## config.mk

```make
export PLATFORM = sky130hd
export DESIGN_NAME = pol_cell
export DESIGN_NICKNAME = d
export VERILOG_FILES = /design/src/hw/rtl/priority_ordered_entry_list_unit_defines.svh /design/src/hw/rtl/pol_pkg.sv /design/src/hw/rtl/pol_cell.sv
export SDC_FILE = /design/constraint.sdc
export NUM_CORES = 1
export LEC_CHECK = 0
export BUFFER_PORTS_ARGS = -buffer_cell sky130_fd_sc_hd__buf_2
export CORE_ASPECT_RATIO = 0.6
export CORE_MARGIN = 1
export CORE_UTILIZATION = 25
export DETAILED_ROUTE_END_ITERATION = 12
export PLACE_DENSITY = 0.66
export SLEW_MARGIN = 5
export SYNTH_ARGS = -nofsm -noshare
export SYNTH_HDL_FRONTEND = slang
export SYNTH_SLANG_ARGS = --single-unit
```

## constraint.sdc

```tcl
create_clock -name clk -period 1.5 [get_ports clk]
set_clock_uncertainty 0.1 [all_clocks]
set_input_delay 0.15 -clock clk [delete_from_list [all_inputs] [get_ports clk]]
set_output_delay 0.15 -clock clk [all_outputs]
set_load 0.05 [all_outputs]
```

## src/hw/rtl/priority_ordered_entry_list_unit_defines.svh

```systemverilog
// ----------------------------------------------------------------------------
// priority ordered entry list: assertion macros
// shared property templates, clocked on clk and disabled while arst_n is low
// ----------------------------------------------------------------------------
`ifndef PRIORITY_ORDERED_ENTRY_LIST_UNIT_DEFINES_SVH
`define PRIORITY_ORDERED_ENTRY_LIST_UNIT_DEFINES_SVH

// same-cycle implication
`define POL_ASSERT_SAME(lbl, ante, cons, msg) \
	lbl: assert property (@(posedge clk) disable iff (!arst_n) (ante) |-> (cons)) \
		else $error(msg);

// next-cycle implication
`define POL_ASSERT_NEXT(lbl, ante, cons, msg) \
	lbl: assert property (@(posedge clk) disable iff (!arst_n) (ante) |=> (cons)) \
		else $error(msg);

`endif

```

## src/hw/rtl/pol_pkg.sv

```systemverilog
// ----------------------------------------------------------------------------
// pol_pkg
// sizes, codes and request/response types of the priority ordered entry list
// ----------------------------------------------------------------------------
package pol_pkg;

	localparam int LIST_DEPTH    = 64;
	localparam int HANDLE_BITS   = 16;
	localparam int PRIORITY_BITS = 8;
	localparam int IDX_BITS      = $clog2(LIST_DEPTH);
	localparam int CNT_BITS      = $clog2(LIST_DEPTH + 1);

	// operation codes
	localparam logic [1:0] OP_INSERT = 2'd0;
	localparam logic [1:0] OP_REMOVE = 2'd1;
	localparam logic [1:0] OP_READ   = 2'd2;

	// status codes
	localparam logic [1:0] STATUS_DONE      = 2'd0;
	localparam logic [1:0] STATUS_MISMATCH  = 2'd1;
	localparam logic [1:0] STATUS_NOT_FOUND = 2'd2;
	localparam logic [1:0] STATUS_FULL      = 2'd3;

	typedef logic [HANDLE_BITS-1:0]   handle_t;
	typedef logic [PRIORITY_BITS-1:0] prio_t;

	typedef struct packed {
		logic [1:0] operation;
		handle_t    item_handle;
		prio_t      item_priority;
		logic       item_kind;
		logic [5:0] read_index;
	} in_req_t;

	typedef struct packed {
		logic [1:0]          status;
		logic [CNT_BITS-1:0] entry_total;
		handle_t             read_handle;
		prio_t               read_priority;
	} out_rsp_t;

	// broadcast from the controller to every cell
	typedef struct packed {
		logic       eval;
		logic       mode;
		handle_t    item_handle;
		prio_t      item_priority;
		logic [5:0] read_index;
	} cell_cmd_t;

	// per-cell data movement for the commit cycle
	typedef struct packed {
		logic load_new;
		logic take_prev;
		logic take_next;
	} cell_move_t;

	// per-cell compare results
	typedef struct packed {
		logic nonlt;
		logic match;
		logic sel;
	} cell_flags_t;

endpackage

```

## src/hw/rtl/pol_cell.sv

```systemverilog
// ----------------------------------------------------------------------------
// pol_cell
// one list slot: holds an entry, compares it against the request, and moves
// data to or from its neighbors on commit
// ----------------------------------------------------------------------------
module pol_cell (
	input  logic                              clk,
	input  logic                              arst_n,
	input  logic [pol_pkg::IDX_BITS-1:0]      cell_idx,
	input  logic [pol_pkg::CNT_BITS-1:0]      fill,
	input  pol_pkg::cell_cmd_t                cmd,
	input  pol_pkg::cell_move_t               move,
	input  pol_pkg::handle_t                  prev_handle,
	input  pol_pkg::prio_t                    prev_prio,
	input  pol_pkg::handle_t                  next_handle,
	input  pol_pkg::prio_t                    next_prio,
	output pol_pkg::handle_t                  handle,
	output pol_pkg::prio_t                    prio,
	output pol_pkg::cell_flags_t              flags
);

	pol_pkg::handle_t     handle_q;
	pol_pkg::prio_t       prio_q;
	pol_pkg::cell_flags_t flags_q;
	logic                 occupied;

	assign occupied = pol_pkg::CNT_BITS'(cell_idx) < fill;

	// moves exclude each other; with none the slot keeps its entry
	always_ff @(posedge clk) begin
		if (move.load_new) begin
			handle_q <= cmd.item_handle;
			prio_q   <= cmd.item_priority;
		end else if (move.take_prev) begin
			handle_q <= prev_handle;
			prio_q   <= prev_prio;
		end else if (move.take_next) begin
			handle_q <= next_handle;
			prio_q   <= next_prio;
		end
	end

	// nonlt: this entry blocks an insert from moving further up the list
	always_ff @(posedge clk or negedge arst_n) begin
		if (!arst_n) begin
			flags_q <= '0;
		end else if (cmd.eval) begin
			flags_q.nonlt <= occupied && (cmd.mode || (prio_q >= cmd.item_priority));
			flags_q.match <= occupied && (handle_q == cmd.item_handle);
			flags_q.sel   <= occupied && (32'(cell_idx) == 32'(cmd.read_index));
		end
	end

	assign handle = handle_q;
	assign prio   = prio_q;
	assign flags  = flags_q;

endmodule

```

After elaboration in Yosys (flattened, before gate mapping)
Cells that the tools add are included.

cells by class
  reduce and logical (&&, ||, !) cells = 5
  equality and inequality tests = 2
  magnitude comparators = 2
  mux-type cells = 6

operator list
  kind                                 number
  2-to-1 mux 16 bit                    3
  2-to-1 mux 8 bit                     3
  == test 16 bit                       1
  greater-or-equal comparator 8 bit    1
  less-than comparator 6 x 7 -> 1 bit  1
  == test 6 bit                        1
  logical AND 1 bit                    3
  nonzero test 3 bit                   1
  logical OR 1 bit                     1

storage, ports and cells
  input bits = 98
  register bits = 27
  output and inout port bits = 27

Depth between registers and ports, before layout
Gate-level depths: netlist of run 1.

  depth in word-level cells = 3
  mapped depth = 6
  mapped depth without buffers = 6

Worst setup path after synthesis of run 1
Ideal clock, no wire load.

  path kind = register -> register
  start = register prio_q[0] (netlist: prio[0])
  end = register flags_q (netlist bit flags[2])
  period minus slack after synthesis = 1.781 ns
  setup slack = -0.281 ns
  cell stages (with the launch flop) = 7
  buffers on the path = 0
  arrival time = 1.553 ns
  required time = 1.273 ns
  cell sequence = edfxtp_1 > inv_1 > ha_1 > nand2b_1 > a211o_1 > a21oi_1 > o22ai_1

between the ends
  longest elaborated chain between the ends = 3

ends and longest elaborated chain
  item                               line            RTL
  start: declaration                 pol_cell.sv:23  pol_pkg::prio_t prio_q;
  start signal: assignment           pol_cell.sv:33  prio_q <= cmd.item_priority;
  start signal: assignment           pol_cell.sv:36  prio_q <= prev_prio;
  start signal: assignment           pol_cell.sv:39  prio_q <= next_prio;
  greater-or-equal comparator 8 bit  pol_cell.sv:48  flags_q.nonlt <= occupied && (cmd.mode || (prio_q >= cmd.item_priority));
  logical OR 1 bit                   pol_cell.sv:48
  logical AND 1 bit                  pol_cell.sv:48
  end: declaration                   pol_cell.sv:24  pol_pkg::cell_flags_t flags_q;

No other way between the ends.
A chain may end at the register's enable or synchronous reset.

Worst setup path after layout of run 1
Ends and elaborated chain as after synthesis.

==> results.sh, run 1 <==
export IMPL_antenna_cells=0
export IMPL_worst_pin_slew_ps=411
export IMPL_nFillCells=760
export IMPL_rr_endpoint="flags[2]"
export IMPL_io_buffers=124
export IMPL_design_area_um2=2790
export IMPL_cts_max_path_buffers=2
export IMPL_drive_gt1_frac=0.442
export IMPL_p_sw_frac=0.355
export IMPL_post_dp_hpwl_um=4440
export IMPL_final_antenna_net_count=0
export IMPL_drt_iter0_markers=33
export IMPL_via_per_inst=4.29
export IMPL_die_area_um2=8100
export IMPL_min_period_over_period=1.01
export IMPL_startpoint="prio[0]"
export IMPL_seqCellArea_um2=796
export IMPL_synth_cell_area_um2=1930
export IMPL_ys_seq_area_frac=0.411
export IMPL_intPower_mw=1.59
export IMPL_rows=24
export IMPL_max_freq_ghz=0.661
export IMPL_leakagePower_nw=1.42
export IMPL_die_h_um=70.1
export IMPL_synthCells=190
export IMPL_fin_ws_ps=-13.3
export IMPL_p_clk_frac=0.254
export IMPL_status="finished with violations"
export IMPL_ff2ff_setup_slack_ps=-10
export IMPL_synth_cell_types=28
export IMPL_critPathKind="flop to flop"
export IMPL_required_ps=1540
export IMPL_max_slew_margin=0.726
export IMPL_grtUsageTotal=0.131
export IMPL_start_util=0.262
export IMPL_tns_ps=-13.3
export IMPL_ys_ff_latch=27
export IMPL_synth_area_per_cell_um2=10.2
export IMPL_grt_pass1_vias=1716
export IMPL_hold_viol=0
export IMPL_synth_fp_nets=301
export IMPL_layout_min_cycle_time_ps=1510
export IMPL_p_total_mw=2.46
export IMPL_antenna_found_initial=0
export IMPL_cp_end_kind="flop"
export IMPL_p_sw_mw=0.872
export IMPL_dr_pass1_iters=4
export IMPL_fin_nets=429
export IMPL_synth_area_leaders="edfxtp_1 37%, mux2i_1 12%, xor2_1 9.1%, ha_1 8.4%, o21ai_0 6.5%"
export IMPL_p_seq_frac=0.394
export IMPL_core_um2=7390
export IMPL_combPwrFrac=0.351
export IMPL_post_dp_cell_area_um2=2680
export IMPL_gp_congestion=0.687
export IMPL_reg2reg_depth=6
export IMPL_cts_tree="yes"
export IMPL_wl_per_cell_um=12.6
export IMPL_violations="negative setup slack"
export IMPL_holdCritStartpoint="cmd[31]"
export IMPL_cp_arrival_ps=1550
export IMPL_cts_htree_levels=1
export IMPL_rsz0062_at_grt="yes"
export IMPL_cts_root_buf="clkbuf_16"
export IMPL_multi_input_comb_area_um2=1030
export IMPL_totalWireLength_um=5290
export IMPL_critPathLaunchType="flop"
export IMPL_vias=1808
export IMPL_yosys_warnings=0
export IMPL_maxCapViolCount=0
export IMPL_ir_worst_vdd_v=0.000403
export IMPL_grt_max_degree=49
export IMPL_cellPowerDensity_nw_per_um2=881
export IMPL_hp_class="input port to flop"
export IMPL_synth_top_cell_area_share=0.373
export IMPL_clk_pin_slew_ps=70
export IMPL_drc=0
export IMPL_io_pins=125
export IMPL_grt_pass1_wl_um=8220
export IMPL_path_max_fanout=2
export IMPL_die_w_um=116
export IMPL_insertion_delay_ps=260
export IMPL_fin_util=0.378
export IMPL_worstReg2RegStart="prio[0]"
export IMPL_slew_viol_final=0
export IMPL_cts_sinks=27
export IMPL_endpoint="flags[2]"
export IMPL_syn2layout_area_growth_pct=44.3
export IMPL_yosysTopAreaCell="edfxtp_1"
export IMPL_cts_buffers=3
export IMPL_finalSetupViolCount=1
export IMPL_gr_total_overflow=0
[stage by stage]
step,setup slack (ps),cells,hold slack (ps)
4_1_cts,-21.9,420,43.7
3_3_place_gp,-30.9,415,-141
3_5_place_dp,-63.3,415,-141
2_1_floorplan,-281,190,-246
5_1_grt,-123,421,52.8
6_report,-13.3,421,48.0
[cell usage after synthesis]
cell type and number:
inv_1 18, a21oi_1 5, o21ai_0 25, o221ai_1 2
a211o_1 1, nand2_1 25, clkbuf_1 3, nor2_1 2
nor4_2 4, or3_1 1, nand3_1 2, o22ai_1 2
buf_6 2, xor2_1 20, buf_4 1, mux2i_1 24
dfrtp_1 3, xnor2_1 2, nand2b_1 2, nor4_1 1
a41o_1 1, buf_2 2, o22ai_2 1, nor2b_1 2
ha_1 13, nand4_1 1, o211ai_1 1, edfxtp_1 24
[state kept, by name (all words and copies together), names as in the netlist]
signal,cells
flags,3
handle,16
prio,8
[cell families (layout without fill, tap and decap cells)]
family / Yosys count / count (layout) / synth area share
simple gates: 40 / 40 / 0.106
compound gates: 38 / 38 / 0.113
flops: 27 / 27 / 0.411
buf+inv: 26 / 153 / 0.0614
mux: 24 / 24 / 0.124
xor+xnor: 22 / 22 / 0.0996
fa+ha+maj: 13 / 13 / 0.0841
[repair_timing]
action                     4_1_cts  5_1_grt
buffers inserted                 0        1
gates resized for setup          2        0
hold buffers                     1        0
gates cloned                     0        0
pin swaps                        1        2
setup endpoints to repair        1        2
hold endpoints to repair         3        0
[cells in the final DEF, fill, tap and decap left out]
cell type	netlist	layout
o22ai_1	2	2
clkbuf_1	3	1
nor2_1	2	2
buf_2	2	124
nand2b_4	0	1
or3_1	1	1
ha_1	13	13
nor2b_1	2	2
a21oi_1	5	4
buf_12	0	1
mux2i_1	24	24
o21ai_0	25	25
a41o_1	1	1
edfxtp_1	24	24
inv_1	18	18
o221ai_1	2	2
nand3_1	2	2
nor4_1	1	1
nand2_1	25	25
clkbuf_16	0	3
nor4_2	4	4
a211o_1	1	1
nand2b_1	2	1
xnor2_1	2	2
o211ai_1	1	1
o22ai_2	1	1
nand4_1	1	1
dfrtp_1	3	3
dlygate4sd3_1	0	1
buf_4	1	5
a21oi_2	0	1
xor2_1	20	20
[power groups by stage]
stage / Combinational [mW] / Sequential (mW) / Clock, mW
2_1_floorplan: 0.269 / 1.27 / 0
3_3_place_gp: 0.845 / 0.980 / 0
3_5_place_dp: 0.857 / 0.986 / 0
4_1_cts: 0.872 / 0.970 / 0.650
5_1_grt: 0.943 / 0.979 / 0.676
6_report: 0.864 / 0.969 / 0.626
[metal layers]
layer	GRT usage	up-vias	share of wire	routed length (um)
met1	0.183	805	0.49	2610
met2	0.205	74	0.43	2260
met5	0	-	0	0
li1	-	927	-	-
met3	0.0356	2	0.075	396
met4	0.0173	0	0.0036	19
[critical path, stage by stage, from the launching register on]
cell      delay [ps]
edfxtp_1         380
inv_1             60
ha_1             220
nand2b_4         130
a211o_1          280
a21oi_2          130
o22ai_1           80
[final cells by class]
type / count / area share
Sequential cell: 27 / 0.285
Inverter: 18 / 0.0242
Clock buffer: 4 / 0.0282
Timing Repair Buffer: 131 / 0.247
Multi-Input combinational cell: 137 / 0.369
Tap cell: 104 / 0.0466
[how the worst min path moves through the flow]
stage | end | slack [ps] | cells after the start
after floorplan | flags[0] | -250 | 0
after global placement | flags[0] | -140 | 1
after detailed placement | flags[0] | -140 | 1
after CTS | flags[1] | 40 | 2
after global routing | flags[1] | 50 | 2
final | flags[1] | 50 | 2
Note: power is estimated with default switching activity, not from simulation.
==> run 2: changes to the inputs <==
--- a/config.mk
+++ b/config.mk
@@ -7,10 +7,9 @@
 export LEC_CHECK = 0
 export BUFFER_PORTS_ARGS = -buffer_cell sky130_fd_sc_hd__buf_2
 export CORE_ASPECT_RATIO = 0.6
-export CORE_MARGIN = 1
 export CORE_UTILIZATION = 25
 export DETAILED_ROUTE_END_ITERATION = 12
-export PLACE_DENSITY = 0.66
+export SETUP_SLACK_MARGIN = 0.4
 export SLEW_MARGIN = 5
 export SYNTH_ARGS = -nofsm -noshare
 export SYNTH_HDL_FRONTEND = slang
==> results.sh, run 2 (synthesis gave the netlist of run 1 again) <==
export IMPL_grt_pass1_vias=1670
export IMPL_path_max_fanout=2
export IMPL_die_area_um2=8100
export IMPL_slowest_delay_ps=380
export IMPL_layout_common_cells="97 x buf_2, 26 x buf_6, 25 x nand2_1"
export IMPL_gp_congestion=0.694
export IMPL_cts_tree="yes"
export IMPL_worst_pin_slew_ps=420
export IMPL_cts_max_path_buffers=2
export IMPL_top_layer="met4"
export IMPL_fin_ws_ps=-1.74
export IMPL_wl_per_cell_um=12.7
export IMPL_io_pins=125
export IMPL_dr_pass1_iters=4
export IMPL_combPwrFrac=0.382
export IMPL_cp_end_kind="flop"
export IMPL_rows=24
export IMPL_core_um2=7390
export IMPL_vias=1760
export IMPL_p_total_mw=2.60
export IMPL_gr_total_overflow=0
export IMPL_cp_top_family="compound AO/OA/AOI/OAI gates"
export IMPL_multi_input_comb_area_um2=1080
export IMPL_io_buffers=124
export IMPL_leakagePower_nw=1.47
export IMPL_syn2layout_area_growth_pct=55.6
export IMPL_ir_worst_vdd_v=0.000421
export IMPL_antenna_found_initial=0
export IMPL_largest_reg_flops=16
export IMPL_critPathLaunchType="flop"
export IMPL_met1_length_um=2620
export IMPL_cts_root_buf="clkbuf_16"
export IMPL_die_w_um=116
export IMPL_cellPowerDensity_nw_per_um2=863
export IMPL_max_freq_ghz=0.666
export IMPL_cts_buffers=3
export IMPL_intPower_mw=1.70
export IMPL_p_clk_frac=0.239
export IMPL_antenna_cells=0
export IMPL_layout_min_cycle_time_ps=1500
export IMPL_cts_htree_levels=1
export IMPL_path_cells="inv_1 > ha_1 > nand2b_4 > a211o_1 > a21oi_2 > o22ai_1"
export IMPL_grt_max_degree=49
export IMPL_start_util=0.262
export IMPL_cts_sinks=27
export IMPL_drt_iter0_markers=31
export IMPL_min_period_over_period=1.00
export IMPL_p_sw_frac=0.344
export IMPL_whs_ps=53.3
export IMPL_seqCellArea_um2=796
export IMPL_violations="negative setup slack"
export IMPL_cp_arrival_ps=1540
export IMPL_status="finished with violations"
export IMPL_p_seq_frac=0.379
export IMPL_final_common_cell="buf_2"
export IMPL_wl_met2_um=2260
export IMPL_die_h_um=70.1
export IMPL_maxCapViolCount=0
export IMPL_cp_slowest_cell="edfxtp_1"
export IMPL_post_dp_hpwl_um=4200
export IMPL_max_slew_margin=0.720
export IMPL_insertion_delay_ps=260
export IMPL_required_ps=1540
export IMPL_final_antenna_net_count=0
export IMPL_dr_wl_met3_um=438
export IMPL_slew_viol_final=0
export IMPL_critPathKind="flop to flop"
export IMPL_p_sw_mw=0.894
export IMPL_grt_pass1_wl_um=8140
export IMPL_clk_pin_slew_ps=70
export IMPL_drc=0
export IMPL_totalWireLength_um=5340
export IMPL_hp_class="input port to flop"
export IMPL_rsz0062_at_grt="yes"
export IMPL_drive_gt1_frac=0.464
export IMPL_hold_viol=0
export IMPL_fin_nets=429
export IMPL_grtUsageTotal=0.131
export IMPL_nFillCells=749
export IMPL_finalSetupViolCount=1
export IMPL_cp_num_buf_inv=1
export IMPL_via_per_inst=4.18
## run 2: per-layer routing
| metal | track usage | up-vias |
|---|---|---|
| met4 | 0.0216 | 0 |
| met3 | 0.0365 | 2 |
| met1 | 0.187 | 756 |
| li1 | - | 928 |
| met5 | 0 | - |
| met2 | 0.196 | 74 |
## run 2: power by group through the flow
stage          sequential (mW)  combinational, mW  clock, mW
2_1_floorplan             1.27              0.276          0
3_3_place_gp             0.981              0.843          0
3_5_place_dp             0.983              0.852          0
4_1_cts                  0.985              0.953      0.654
5_1_grt                  0.994               1.07      0.678
6_report                 0.984              0.991      0.621
## run 2: area by class of cell
type | instances | share of cell area
inverter | 18 | 0.0225
timing repair buffer | 131 | 0.284
multi-input combinational | 137 | 0.359
tap | 104 | 0.0432
sequential | 27 | 0.264
clock buffer | 4 | 0.0262
## run 2: per-stage QoR
stage	setup TNS [ps]	cells	worst slack (ps)	area [um^2]	util
after global placement	-13.9	413	-13.9	2670	0.362
after global routing	-119	421	-60.0	3010	0.407
after CTS	0	418	2.11	2930	0.396
after detailed placement	-43.0	413	-43.0	2670	0.362
final	-1.74	421	-1.74	3010	0.407
after floorplan	-281	190	-281	1970	-
## run 2: final timing paths
check,start,slack (ps),to,cells past startpoint
min reg2reg,flags[0],450,flags[0],2
max,prio[0],-2,flags[2],6
min in group asynchronous,arst_n,140,flags[2],2
max in group asynchronous,arst_n,1050,flags[1],2
max reg2reg,prio[0],-2,flags[2],6
min,cmd[31],50,flags[2],2
## run 2: timing repair
item,CTS,global route
endpoints found under the hold margin,3,0
resized for setup,52,13
hold buffers,1,0
setup endpoints to repair,30,30
buffers inserted,0,3
pin swaps,5,7
==> run 3: changes to the inputs <==
--- a/config.mk
+++ b/config.mk
@@ -5,10 +5,12 @@
 export SDC_FILE = /design/constraint.sdc
 export NUM_CORES = 1
 export LEC_CHECK = 0
+export ABC_AREA = 1
 export BUFFER_PORTS_ARGS = -buffer_cell sky130_fd_sc_hd__buf_2
 export CORE_ASPECT_RATIO = 0.6
 export CORE_UTILIZATION = 25
 export DETAILED_ROUTE_END_ITERATION = 12
+export HOLD_SLACK_MARGIN = 0.02
 export SETUP_SLACK_MARGIN = 0.4
 export SLEW_MARGIN = 5
 export SYNTH_ARGS = -nofsm -noshare
==> results.sh, run 3 <==
export IMPL_status="completed"
export IMPL_ys_seq_area_frac=0.382
export IMPL_seqCellArea_um2=796
export IMPL_drive_gt1_frac=0.393
export IMPL_finalSetupViolCount=0
export IMPL_ys_async_sr_fraction=0.111
export IMPL_io_pins=125
export IMPL_startpoint="prio[0]"
export IMPL_start_util=0.261
export IMPL_reg2reg_depth=10
export IMPL_synth_most_common_cell="nand2_1"
export IMPL_crit_top_cell="nand2_1"
export IMPL_ff2ff_setup_slack_ps=70
export IMPL_ys_top_cells_by_count="84 x nand2_1, 41 x inv_1, 36 x a21oi_1"
export IMPL_critPathKind="flop to flop"
export IMPL_leakagePower_nw=1.74
export IMPL_required_ps=1560
export IMPL_max_slew_margin=0.757
export IMPL_die_h_um=72.7
export IMPL_cp_end_kind="flop"
export IMPL_cellPowerDensity_nw_per_um2=850
export IMPL_grt_max_degree=25
export IMPL_max_freq_ghz=0.700
export IMPL_synth_top_cell_area_share=0.346
export IMPL_die_area_um2=8720
export IMPL_ir_worst_vdd_v=0.000458
export IMPL_cts_root_buf="clkbuf_16"
export IMPL_grtUsageTotal=0.158
export IMPL_synth_fp_nets=398
export IMPL_antenna_cells=0
export IMPL_drc=0
export IMPL_rsz0062_at_grt="yes"
export IMPL_grt_pass1_wl_um=10500
export IMPL_cp_arrival_ps=1490
export IMPL_io_buffers=124
export IMPL_cts_sinks=27
export IMPL_wl_per_cell_um=12.8
export IMPL_syn2layout_area_growth_pct=56.2
export IMPL_gp_congestion=0.792
export IMPL_layout_min_cycle_time_ps=1430
export IMPL_synth_cell_area_um2=2080
export IMPL_worst_pin_slew_ps=365
export IMPL_hold_viol=0
export IMPL_core_um2=7980
export IMPL_fin_nets=534
export IMPL_dr_pass1_iters=4
export IMPL_insertion_delay_ps=270
export IMPL_post_dp_hpwl_um=5270
export IMPL_synthCells=287
export IMPL_worstReg2RegStart="prio[0]"
export IMPL_synth_area_per_cell_um2=7.26
export IMPL_synth_edf_count=24
export IMPL_clk_pin_slew_ps=80
export IMPL_nFillCells=851
export IMPL_path_max_fanout=2
export IMPL_antenna_found_initial=0
export IMPL_yosysTopAreaCell="edfxtp_1"
export IMPL_rows=25
export IMPL_cts_htree_levels=1
export IMPL_die_w_um=120
export IMPL_worstSetupPathDepth=10
export IMPL_gr_total_overflow=0
export IMPL_cts_max_path_buffers=2
export IMPL_cp_slowest_cell="edfxtp_1"
export IMPL_synth_flop_cell="edfxtp_1"
export IMPL_rr_endpoint="flags[2]"
export IMPL_drt_iter0_markers=74
export IMPL_grt_pass1_vias=2087
export IMPL_synth_area_leaders="edfxtp_1 35%, nand2_1 15%, a21oi_1 8.6%, ha_1 7.8%, inv_1 7.4%"
export IMPL_endpoint="flags[2]"
export IMPL_vias=2297
export IMPL_path_cells="inv_1 > ha_1 > o21ai_2 > nand2_1 > nand2_1 > nand2_1 > nand2_1 > nand2_1 > nand2_1 > nand2_1"
export IMPL_totalWireLength_um=6770
export IMPL_layout_common_cells="97 x buf_2, 83 x nand2_1, 41 x inv_1, 35 x a21oi_1, 27 x buf_6"
export IMPL_ys_ff_latch=27
export IMPL_holdPathStages=4
export IMPL_multi_input_comb_area_um2=1070
export IMPL_synth_cell_types=23
export IMPL_final_antenna_net_count=0
export IMPL_critPathLaunchType="flop"
export IMPL_maxCapViolCount=0
export IMPL_largest_reg_flops=16
export IMPL_slew_viol_final=0
export IMPL_cts_buffers=3
export IMPL_min_period_over_period=0.953
export IMPL_final_common_cell="buf_2"
export IMPL_via_per_inst=4.33
export IMPL_hp_class="input port to flop"
export IMPL_cp_num_buf_inv=1
export IMPL_slowest_delay_ps=390
export IMPL_cts_tree="yes"
export IMPL_cp_top_family="simple AND/OR/NAND/NOR gates"
export IMPL_p_total_mw=2.77
export IMPL_yosys_warnings=0
export IMPL_whs_ps=68.2
-- run 3: cell count changes after synthesis, moves of 8 or more --
cell,change
xor2_1,-18
inv_1,+23
inv_2,+8
a22oi_1,+17
nor2_1,+28
nand2_1,+59
o21ai_0,-24
mux2i_1,-24
a21oi_1,+31
-- run 3: how the worst min path moves through the flow --
| stage | from | to | slack (ps) |
|---|---|---|---|
| final | cmd[31] | flags[1] | 70 |
| after global routing | cmd[31] | flags[1] | 80 |
| after CTS | cmd[31] | flags[1] | 70 |
| after detailed placement | arst_n | flags[1] | -150 |
| after global placement | arst_n | flags[1] | -150 |
| after floorplan | arst_n | flags[0] | -250 |
-- run 3: cell type report --
type | instances | area share
timing repair buffer | 141 | 0.303
tap | 108 | 0.0415
inverter | 50 | 0.0592
sequential | 27 | 0.244
clock inverter | 1 | 0.00154
clock buffer | 3 | 0.0231
multi-input combinational | 200 | 0.327
-- run 3: metal layers --
| layer | part of all wire | up-vias | track usage | wire length (um) |
|---|---|---|---|---|
| li1 | - | 1196 | - | - |
| met1 | 0.49 | 1008 | 0.215 | 3310 |
| met2 | 0.42 | 91 | 0.238 | 2810 |
| met3 | 0.091 | 2 | 0.0625 | 614 |
| met4 | 0.0050 | 0 | 0.0250 | 34 |
| met5 | 0 | - | 0 | 0 |
-- run 3: power breakdown --
part / internal (mW) / total, mW / leakage (nW) / switching [mW]
registers: 0.918 / 0.988 / 0.286 / 0.0700
clock network: 0.362 / 0.651 / 0.0409 / 0.290
logic: 0.480 / 1.13 / 1.42 / 0.649
-- run 3: cells by family after synthesis --
| logic type | synth area share |
|---|---|
| AO/OA/AOI/OAI | 0.166 |
| XOR/XNOR | 0.0168 |
| adder cells (fa/ha/maj) | 0.0780 |
| buffers and inverters | 0.127 |
| flip-flops | 0.382 |
| AND/OR/NAND/NOR | 0.230 |
-- run 3: timing repair --
item | in CTS | in global routing
endpoints found under the hold margin | 3 | 0
buffers inserted | 2 | 9
endpoints found under the setup margin | 30 | 29
pin swaps | 2 | 5
hold buffers | 1 | 0
gates resized for setup | 56 | 24
-- run 3: worst min-delay path: cells and delay by family --
kind	cells	cell delay, ps
AND/OR/NAND/NOR	2	100
buffers and inverters	2	140
-- run 3: per-stage QoR --
step	util	cells	instance area, um^2	setup TNS, ps	worst slack [ps]
6_report	0.408	530	3260	0	70.7
5_1_grt	0.408	530	3260	-18.8	-18.8
4_1_cts	0.388	521	3090	0	46.7
3_5_place_dp	0.353	514	2820	0	59.8
3_3_place_gp	0.353	514	2820	0	76.6
2_1_floorplan	-	287	2100	-105	-105
